<file path="src/rtl/sha256_pkg.sv">
// Shared types, constants and round functions for the SHA-256 stream hasher.
package sha256_pkg;

  typedef enum logic [2:0] {
    ST_IDLE,
    ST_ROUND,
    ST_UPDATE,
    ST_PAD,
    ST_OUT
  } state_t;

  typedef logic [7:0][31:0] hash_t;

  typedef struct packed {
    logic       shift_byte;
    logic       shift_word;
    logic [7:0] byte_in;
  } sched_ctrl_t;

  typedef struct packed {
    logic       init;
    logic       step;
    logic [5:0] round;
  } round_ctrl_t;

  localparam logic [7:0] PAD_MARK = 8'h80;
  localparam logic [7:0] PAD_ZERO = 8'h00;

  // Element 0 holds the first initial word (a).
  localparam hash_t HASH_INIT = {
    32'h5be0cd19, 32'h1f83d9ab, 32'h9b05688c, 32'h510e527f,
    32'ha54ff53a, 32'h3c6ef372, 32'hbb67ae85, 32'h6a09e667
  };

  localparam logic [31:0] ROUND_K [64] = '{
    32'h428a2f98, 32'h71374491, 32'hb5c0fbcf, 32'he9b5dba5,
    32'h3956c25b, 32'h59f111f1, 32'h923f82a4, 32'hab1c5ed5,
    32'hd807aa98, 32'h12835b01, 32'h243185be, 32'h550c7dc3,
    32'h72be5d74, 32'h80deb1fe, 32'h9bdc06a7, 32'hc19bf174,
    32'he49b69c1, 32'hefbe4786, 32'h0fc19dc6, 32'h240ca1cc,
    32'h2de92c6f, 32'h4a7484aa, 32'h5cb0a9dc, 32'h76f988da,
    32'h983e5152, 32'ha831c66d, 32'hb00327c8, 32'hbf597fc7,
    32'hc6e00bf3, 32'hd5a79147, 32'h06ca6351, 32'h14292967,
    32'h27b70a85, 32'h2e1b2138, 32'h4d2c6dfc, 32'h53380d13,
    32'h650a7354, 32'h766a0abb, 32'h81c2c92e, 32'h92722c85,
    32'ha2bfe8a1, 32'ha81a664b, 32'hc24b8b70, 32'hc76c51a3,
    32'hd192e819, 32'hd6990624, 32'hf40e3585, 32'h106aa070,
    32'h19a4c116, 32'h1e376c08, 32'h2748774c, 32'h34b0bcb5,
    32'h391c0cb3, 32'h4ed8aa4a, 32'h5b9cca4f, 32'h682e6ff3,
    32'h748f82ee, 32'h78a5636f, 32'h84c87814, 32'h8cc70208,
    32'h90befffa, 32'ha4506ceb, 32'hbef9a3f7, 32'hc67178f2
  };

  function automatic logic [31:0] small_sigma0(input logic [31:0] x);
    return {x[6:0], x[31:7]} ^ {x[17:0], x[31:18]} ^ (x >> 3);
  endfunction

  function automatic logic [31:0] small_sigma1(input logic [31:0] x);
    return {x[16:0], x[31:17]} ^ {x[18:0], x[31:19]} ^ (x >> 10);
  endfunction

  function automatic logic [31:0] big_sigma0(input logic [31:0] x);
    return {x[1:0], x[31:2]} ^ {x[12:0], x[31:13]} ^ {x[21:0], x[31:22]};
  endfunction

  function automatic logic [31:0] big_sigma1(input logic [31:0] x);
    return {x[5:0], x[31:6]} ^ {x[10:0], x[31:11]} ^ {x[24:0], x[31:25]};
  endfunction

endpackage

</file>
<file path="src/rtl/sha256_sched.sv">
// Block buffer and rolling message schedule: byte loading and word expansion.
module sha256_sched (
  input  logic                     clk,
  input  sha256_pkg::sched_ctrl_t  ctrl,
  output logic [31:0]              w
);
  import sha256_pkg::*;

  // win[0] is the oldest word; bytes enter at the low end of win[15].
  logic [15:0][31:0] win;
  logic [31:0]       w_new;

  assign w_new = win[0] + small_sigma0(win[1]) + win[9] + small_sigma1(win[14]);
  assign w     = win[0];

  always_ff @(posedge clk) begin
    if (ctrl.shift_byte) begin
      for (int i = 0; i < 15; i++) begin
        win[i] <= {win[i][23:0], win[i+1][31:24]};
      end
      win[15] <= {win[15][23:0], ctrl.byte_in};
    end else if (ctrl.shift_word) begin
      for (int i = 0; i < 15; i++) begin
        win[i] <= win[i+1];
      end
      win[15] <= w_new;
    end
  end

endmodule

</file>
<file path="src/rtl/sha256_round.sv">
// Working variables a..h and the shared compression round unit.
module sha256_round (
  input  logic                     clk,
  input  sha256_pkg::round_ctrl_t  ctrl,
  input  sha256_pkg::hash_t        hash_in,
  input  logic [31:0]              w,
  output sha256_pkg::hash_t        vars
);
  import sha256_pkg::*;

  logic [31:0] t1;
  logic [31:0] t2;
  logic [31:0] ch;
  logic [31:0] mj;

  assign ch = (vars[4] & vars[5]) ^ (~vars[4] & vars[6]);
  assign mj = (vars[0] & vars[1]) ^ (vars[0] & vars[2]) ^ (vars[1] & vars[2]);
  assign t1 = vars[7] + big_sigma1(vars[4]) + ch + ROUND_K[ctrl.round] + w;
  assign t2 = big_sigma0(vars[0]) + mj;

  always_ff @(posedge clk) begin
    if (ctrl.init) begin
      vars <= hash_in;
    end else if (ctrl.step) begin
      vars[7] <= vars[6];
      vars[6] <= vars[5];
      vars[5] <= vars[4];
      vars[4] <= vars[3] + t1;
      vars[3] <= vars[2];
      vars[2] <= vars[1];
      vars[1] <= vars[0];
      vars[0] <= t1 + t2;
    end
  end

endmodule

</file>
<file path="src/rtl/sha256_stream_hasher.sv">
// SHA-256 stream hasher: at most one message byte per input item, 256-bit digest as four 64-bit items.
// Usage: the input side takes one byte per cycle while a block fills; the 64th byte of a
// block starts a compression that runs one round per cycle on a single shared round unit,
// so the block stalls input for its 64 rounds plus the hash update. On the end item the
// padding (0x80 mark, zeros, 64-bit big-endian bit length) is fed through the same byte
// path at one byte per cycle, then the last one or two blocks are compressed. The digest
// leaves as four items, word_number 0 to 3, most significant digest bytes first, and
// input is accepted again after the fourth.
module sha256_stream_hasher (
  input  logic        clk,
  input  logic        rst,
  input  logic        s_axis_tvalid,
  output logic        s_axis_tready,
  input  logic [7:0]  s_axis_tdata,   // data_byte
  input  logic        s_axis_tuser,   // byte_present
  input  logic        s_axis_tlast,   // end_of_message
  output logic        m_axis_tvalid,
  input  logic        m_axis_tready,
  output logic [63:0] m_axis_tdata,   // digest_word
  output logic [1:0]  m_axis_tuser,   // word_number
  output logic        m_axis_tlast    // last_word
);
  import sha256_pkg::*;

  state_t      state;
  state_t      state_next;
  hash_t       hash;
  hash_t       vars;
  logic [5:0]  fill;
  logic [63:0] bits;
  logic [5:0]  round_cnt;
  logic [1:0]  word_cnt;
  logic        pad_first;
  logic        two_block;
  logic        last_blk;
  logic        finishing;

  sched_ctrl_t sched_ctrl;
  round_ctrl_t round_ctrl;
  logic [31:0] w;

  logic        in_acc;
  logic        out_acc;
  logic        fill_last;
  logic        tb_eff;
  logic        len_region;
  logic [7:0]  len_byte;
  logic [7:0]  pad_byte;
  logic        start_compress;

  assign in_acc    = s_axis_tvalid && s_axis_tready;
  assign out_acc   = m_axis_tvalid && m_axis_tready;
  assign fill_last = (fill == 6'd63);

  // Two blocks are needed when the mark lands in the length field area.
  assign tb_eff     = pad_first ? (fill[5:3] == 3'b111) : two_block;
  assign len_region = !two_block && !pad_first && (fill[5:3] == 3'b111);
  assign len_byte   = bits[{~fill[2:0], 3'b000} +: 8];
  assign pad_byte   = pad_first ? PAD_MARK : (len_region ? len_byte : PAD_ZERO);

  assign start_compress = ((state == ST_IDLE) && in_acc && s_axis_tuser && fill_last) ||
                          ((state == ST_PAD) && fill_last);

  sha256_sched u_sched (
    .clk  (clk),
    .ctrl (sched_ctrl),
    .w    (w)
  );

  sha256_round u_round (
    .clk     (clk),
    .ctrl    (round_ctrl),
    .hash_in (hash),
    .w       (w),
    .vars    (vars)
  );

  always_comb begin
    state_next = state;
    case (state)
      ST_IDLE: begin
        if (in_acc) begin
          if (s_axis_tuser && fill_last) begin
            state_next = ST_ROUND;
          end else if (s_axis_tlast) begin
            state_next = ST_PAD;
          end
        end
      end
      ST_ROUND: begin
        if (round_cnt == 6'd63) begin
          state_next = ST_UPDATE;
        end
      end
      ST_UPDATE: begin
        if (last_blk) begin
          state_next = ST_OUT;
        end else if (finishing) begin
          state_next = ST_PAD;
        end else begin
          state_next = ST_IDLE;
        end
      end
      ST_PAD: begin
        if (fill_last) begin
          state_next = ST_ROUND;
        end
      end
      ST_OUT: begin
        if (out_acc && (word_cnt == 2'd3)) begin
          state_next = ST_IDLE;
        end
      end
      default: state_next = ST_IDLE;
    endcase
  end

  always_comb begin
    s_axis_tready         = 1'b0;
    m_axis_tvalid         = 1'b0;
    sched_ctrl.shift_byte = 1'b0;
    sched_ctrl.shift_word = 1'b0;
    sched_ctrl.byte_in    = s_axis_tdata;
    round_ctrl.init       = start_compress;
    round_ctrl.step       = 1'b0;
    round_ctrl.round      = round_cnt;
    case (state)
      ST_IDLE: begin
        s_axis_tready         = 1'b1;
        sched_ctrl.shift_byte = s_axis_tvalid && s_axis_tuser;
      end
      ST_ROUND: begin
        sched_ctrl.shift_word = 1'b1;
        round_ctrl.step       = 1'b1;
      end
      ST_PAD: begin
        sched_ctrl.shift_byte = 1'b1;
        sched_ctrl.byte_in    = pad_byte;
      end
      ST_OUT: begin
        m_axis_tvalid = 1'b1;
      end
      default: ;
    endcase
  end

  assign m_axis_tdata = {hash[0], hash[1]};
  assign m_axis_tuser = word_cnt;
  assign m_axis_tlast = (word_cnt == 2'd3);

  always_ff @(posedge clk) begin
    if (rst) begin
      state     <= ST_IDLE;
      hash      <= HASH_INIT;
      fill      <= 6'd0;
      bits      <= 64'd0;
      round_cnt <= 6'd0;
      word_cnt  <= 2'd0;
      pad_first <= 1'b0;
      two_block <= 1'b0;
      last_blk  <= 1'b0;
      finishing <= 1'b0;
    end else begin
      state <= state_next;
      case (state)
        ST_IDLE: begin
          if (in_acc) begin
            if (s_axis_tuser) begin
              fill <= fill + 6'd1;
              bits <= bits + 64'd8;
            end
            if (s_axis_tlast) begin
              finishing <= 1'b1;
              pad_first <= 1'b1;
            end
          end
        end
        ST_ROUND: begin
          round_cnt <= round_cnt + 6'd1;
        end
        ST_UPDATE: begin
          for (int i = 0; i < 8; i++) begin
            hash[i] <= hash[i] + vars[i];
          end
        end
        ST_PAD: begin
          fill      <= fill + 6'd1;
          pad_first <= 1'b0;
          if (fill_last) begin
            last_blk  <= !tb_eff;
            two_block <= 1'b0;
          end else if (pad_first) begin
            two_block <= (fill[5:3] == 3'b111);
          end
        end
        ST_OUT: begin
          if (out_acc) begin
            word_cnt <= word_cnt + 2'd1;
            if (word_cnt == 2'd3) begin
              hash      <= HASH_INIT;
              bits      <= 64'd0;
              last_blk  <= 1'b0;
              finishing <= 1'b0;
            end else begin
              hash <= {hash[7:6], hash[7:2]};
            end
          end
        end
        default: ;
      endcase
    end
  end

  a_no_in_while_out: assert property (@(posedge clk) disable iff (rst)
    s_axis_tready |-> !m_axis_tvalid)
    else $error("input ready while digest pending");

  a_ready_after_digest: assert property (@(posedge clk) disable iff (rst)
    (m_axis_tvalid && m_axis_tready && m_axis_tlast) |=> s_axis_tready)
    else $error("not idle after last digest item");

  a_rounds_end: assert property (@(posedge clk) disable iff (rst)
    ((state == ST_ROUND) && (round_cnt == 6'd63)) |=> (state == ST_UPDATE))
    else $error("compression did not end after 64 rounds");

  a_block_full: assert property (@(posedge clk) disable iff (rst)
    (state == ST_ROUND) |-> (fill == 6'd0))
    else $error("compression running on a partial block");

endmodule

</file>
<file path="config.mk">
export PLATFORM = sky130hd
export DESIGN_NAME = sha256_stream_hasher
export DESIGN_NICKNAME = d
export VERILOG_FILES = /design/src/rtl/sha256_pkg.sv /design/src/rtl/sha256_sched.sv /design/src/rtl/sha256_round.sv /design/src/rtl/sha256_stream_hasher.sv
export SDC_FILE = /design/constraint.sdc
export NUM_CORES = 2
export LEC_CHECK = 0
export ABC_AREA = 1
export BUFFER_PORTS_ARGS = -buffer_cell sky130_fd_sc_hd__buf_2
export CAP_MARGIN = 20
export CORE_AREA = 10 10 395 493
export DETAILED_ROUTE_END_ITERATION = 8
export DIE_AREA = 0 0 405 503
export GPL_TIMING_DRIVEN = 1
export PLACE_DENSITY = 0.6
export SETUP_SLACK_MARGIN = 0.3
export SLEW_MARGIN = 20
export SYNTH_ARGS = -nofsm -noshare
export SYNTH_HDL_FRONTEND = slang
export SYNTH_SLANG_ARGS = --single-unit
export TNS_END_PERCENT = 20
</file>
<file path="constraint.sdc">
create_clock -name clk -period 16.1 [get_ports clk]
set_input_delay 0.805 -clock clk [delete_from_list [all_inputs] [get_ports clk]]
set_output_delay 0.805 -clock clk [all_outputs]
set_load 0.03 [all_outputs]
</file>
==> run metrics <==
critical path class flip-flop to flip-flop; Top Ports 83; Hold Fails Final Rpt 0; Final ANT Viol Nets 0; clk_lat worst skew just under 0.9 ns; IO buf count a little over 80; Syn Area/Cell roughly 7.6 um^2; most frequent cells in the layout nand2_1, inv_1, o21ai_0; arrival time worst endpoint 9.88 ns; asr flop ratio synth 0; wire length per cell roughly 28 um; Clock Skews 0.131 ns; Longest Clk Path Bufs 3; Starting Density 0.437; Via density 5.83; antenna violations before repair 14; first-pass GRT wire length 526000 um; Yosys warning count 0; setup violators final 0; TritonRoute pass-1 iters 9; crit path capture type flip-flop; Max Fclk approximately 110 MHz; overall fraction of global-route tracks in use 0.354; PostCTS Resize Cnt 0; Initial DRC Count between 7000 and 8000; syn nets approximately 11000; Die Span X about 400 um; max cap viols 0; Top FF cell, synth edfxtp_1; Detail Placement HPWL 291000 um; worst slew pin tran between 1 and 1.5 ns; Core ar. roughly 190000 um^2; vias in the first global route ~75000; cell mode on critical path nand2_1; Hold-fix buffers, CTS 0; Final min period about 9.3 ns; CP Data Required Time 16.66 ns; crit start category flip-flop; TritonCTS Buffers 121; via count approximately 76000; final WL ~370000 um; Post-synth EDFFs roughly 770; Clock Sinks 1106; CTS clk-pin slew, worst paths roughly 0.070 ns; Hold Path Stages 3; Area Overhead vs Synth 7.84%; most common cell after layout, fill and taps aside nand2_1; Core Rows 177; postcts setup bufs 0; Yosys top cell area share 0.285; R2R cell count 31; fin. max-slew vios 0; slowest CP cell nor3_1; max incr delay on CP between 0.7 and 0.8 ns; Final Wtd Congestion around 1.1; CTS root buffer clkbuf_16; total grt overflow 0; layout cell share with drive strength beyond 1 0.0413; largest cells by area after synthesis edfxtp_1, nand2_1, dfxtp_1, o21ai_0, inv_1; run status complete, no violations; worst min path class input port to flip-flop; H-tree levels 3; Total Neg Setup Slack 0 ns; fin nets 11100; CTS tree yes; Slew HR 0.169; CP max FO 14; DIE AREA between 200000 and 250000 um^2; final worst-path cycle share 0.579; largest net degree at the start of global routing roughly 260; synth unique cells between 60 and 70; Die Ht 503 um; register bit count reported by yosys 1106; cell area after synthesis just over 80000 um^2; number of filler cells placed in the layout 18800; post-synthesis sequential area ratio 0.368; largest area contributor in the netlist edfxtp_1; DRC 0; RSZ-0062 raised after global routing no; Cells after Synth ~11000
critical path, delay by kind of cell (launching register included):
family | cells | cell delay, ns
xor+xnor | 1 | 0.37
flops | 1 | 0.65
compound gates | 7 | 1.49
simple gates | 12 | 2.66
buf+inv | 4 | 0.60
fa+ha+maj | 7 | 3.34
layer usage:
layer | share of wire | vias to the layer above | global-route usage
li1 | - | 35400 | -
met1 | 0.35 | 36300 | 0.368
met2 | 0.48 | 3165 | 0.609
met3 | 0.058 | 1266 | 0.0536
met4 | 0.12 | 8 | 0.338
met5 | 0.00017 | - | 0
metrics by stage:
stage | hold WS [ns] | cells | worst slack (ns) | util | area, um^2
global route | 0.399 | 13100 | 6.33 | 0.472 | 87300
CTS | 0.353 | 13000 | 7.07 | 0.471 | 87300
global placement | 0.438 | 12800 | 6.98 | 0.448 | 83000
finish | 0.380 | 13100 | 6.78 | 0.472 | 87300
detailed placement | 0.443 | 12800 | 7.07 | 0.448 | 83000
floorplan | 0.426 | 10700 | 2.77 | - | 81000
sequential cells by signal, indices dropped and copies added (netlist names), 3 cells and up:
register	flops
bits	61
round_cnt	6
hash	192
fill	6
m_axis_tdata	64
u_sched.w	32
state	3
u_round.vars	256
u_sched.win	480
kinds of logic after synthesis:
group / synth area share
buffers and inverters: 0.0923
adders and majority gates: 0.112
xor gates and xnor gates: 0.0429
AOI/OAI and AO/OA: 0.170
DFF: 0.368
and+or+nand+nor: 0.214
cells in the mapped netlist (4+ instances only):
| cell type | instances |
|---|---|
| o32ai_1 | 4 |
| o311ai_0 | 4 |
| inv_2 | 5 |
| nand2_1 | 2650 |
| o22ai_1 | 20 |
| nand3b_1 | 41 |
| nor4_1 | 13 |
| o21ai_0 | 1302 |
| a21o_1 | 52 |
| a22oi_1 | 7 |
| xor2_1 | 231 |
| o211ai_1 | 63 |
| clkbuf_1 | 298 |
| a21boi_0 | 25 |
| a31oi_1 | 111 |
| edfxtp_1 | 768 |
| dfxtp_1 | 338 |
| nor2_1 | 684 |
| or2_2 | 35 |
| buf_1 | 23 |
| a311oi_1 | 5 |
| o21ai_1 | 5 |
| nor3_1 | 122 |
| a221oi_1 | 5 |
| o221ai_1 | 37 |
| buf_4 | 85 |
| o21bai_1 | 86 |
| o21a_1 | 28 |
| buf_2 | 97 |
| inv_1 | 1356 |
| nor3b_1 | 9 |
| maj3_1 | 20 |
| nand3_1 | 521 |
| a21oi_1 | 722 |
| nand4_1 | 132 |
| o31ai_1 | 6 |
| a211oi_1 | 13 |
| fa_1 | 195 |
| o2111ai_1 | 12 |
| ha_1 | 396 |
| xnor2_1 | 166 |
worst paths after layout:
check                                      start  slack (ns)               end
worst min-delay path               m_axis_tready        0.38   m_axis_tuser[1]
worst max-delay path                round_cnt[1]        6.78  u_round.vars[26]
worst max register to register      round_cnt[1]        6.78  u_round.vars[26]
worst min register to register  u_sched.win[347]        0.44  u_sched.win[315]
area by class of cell:
type | instances | area [um^2] | share of cell area
diodes | 20 | 50.0 | 0.000573
clock buffers | 153 | 3350 | 0.0383
clock inverters | 78 | 977 | 0.0112
inverters | 1365 | 5160 | 0.0590
multi-input cells | 7751 | 43800 | 0.501
flip-flops and latches | 1106 | 29800 | 0.341
well taps | 2416 | 3020 | 0.0346
repair buffers | 174 | 1200 | 0.0138
Power is left out: the tool's default activity adds up to more than one toggle a clock period on the data nets, which glitch-free logic cannot reach.
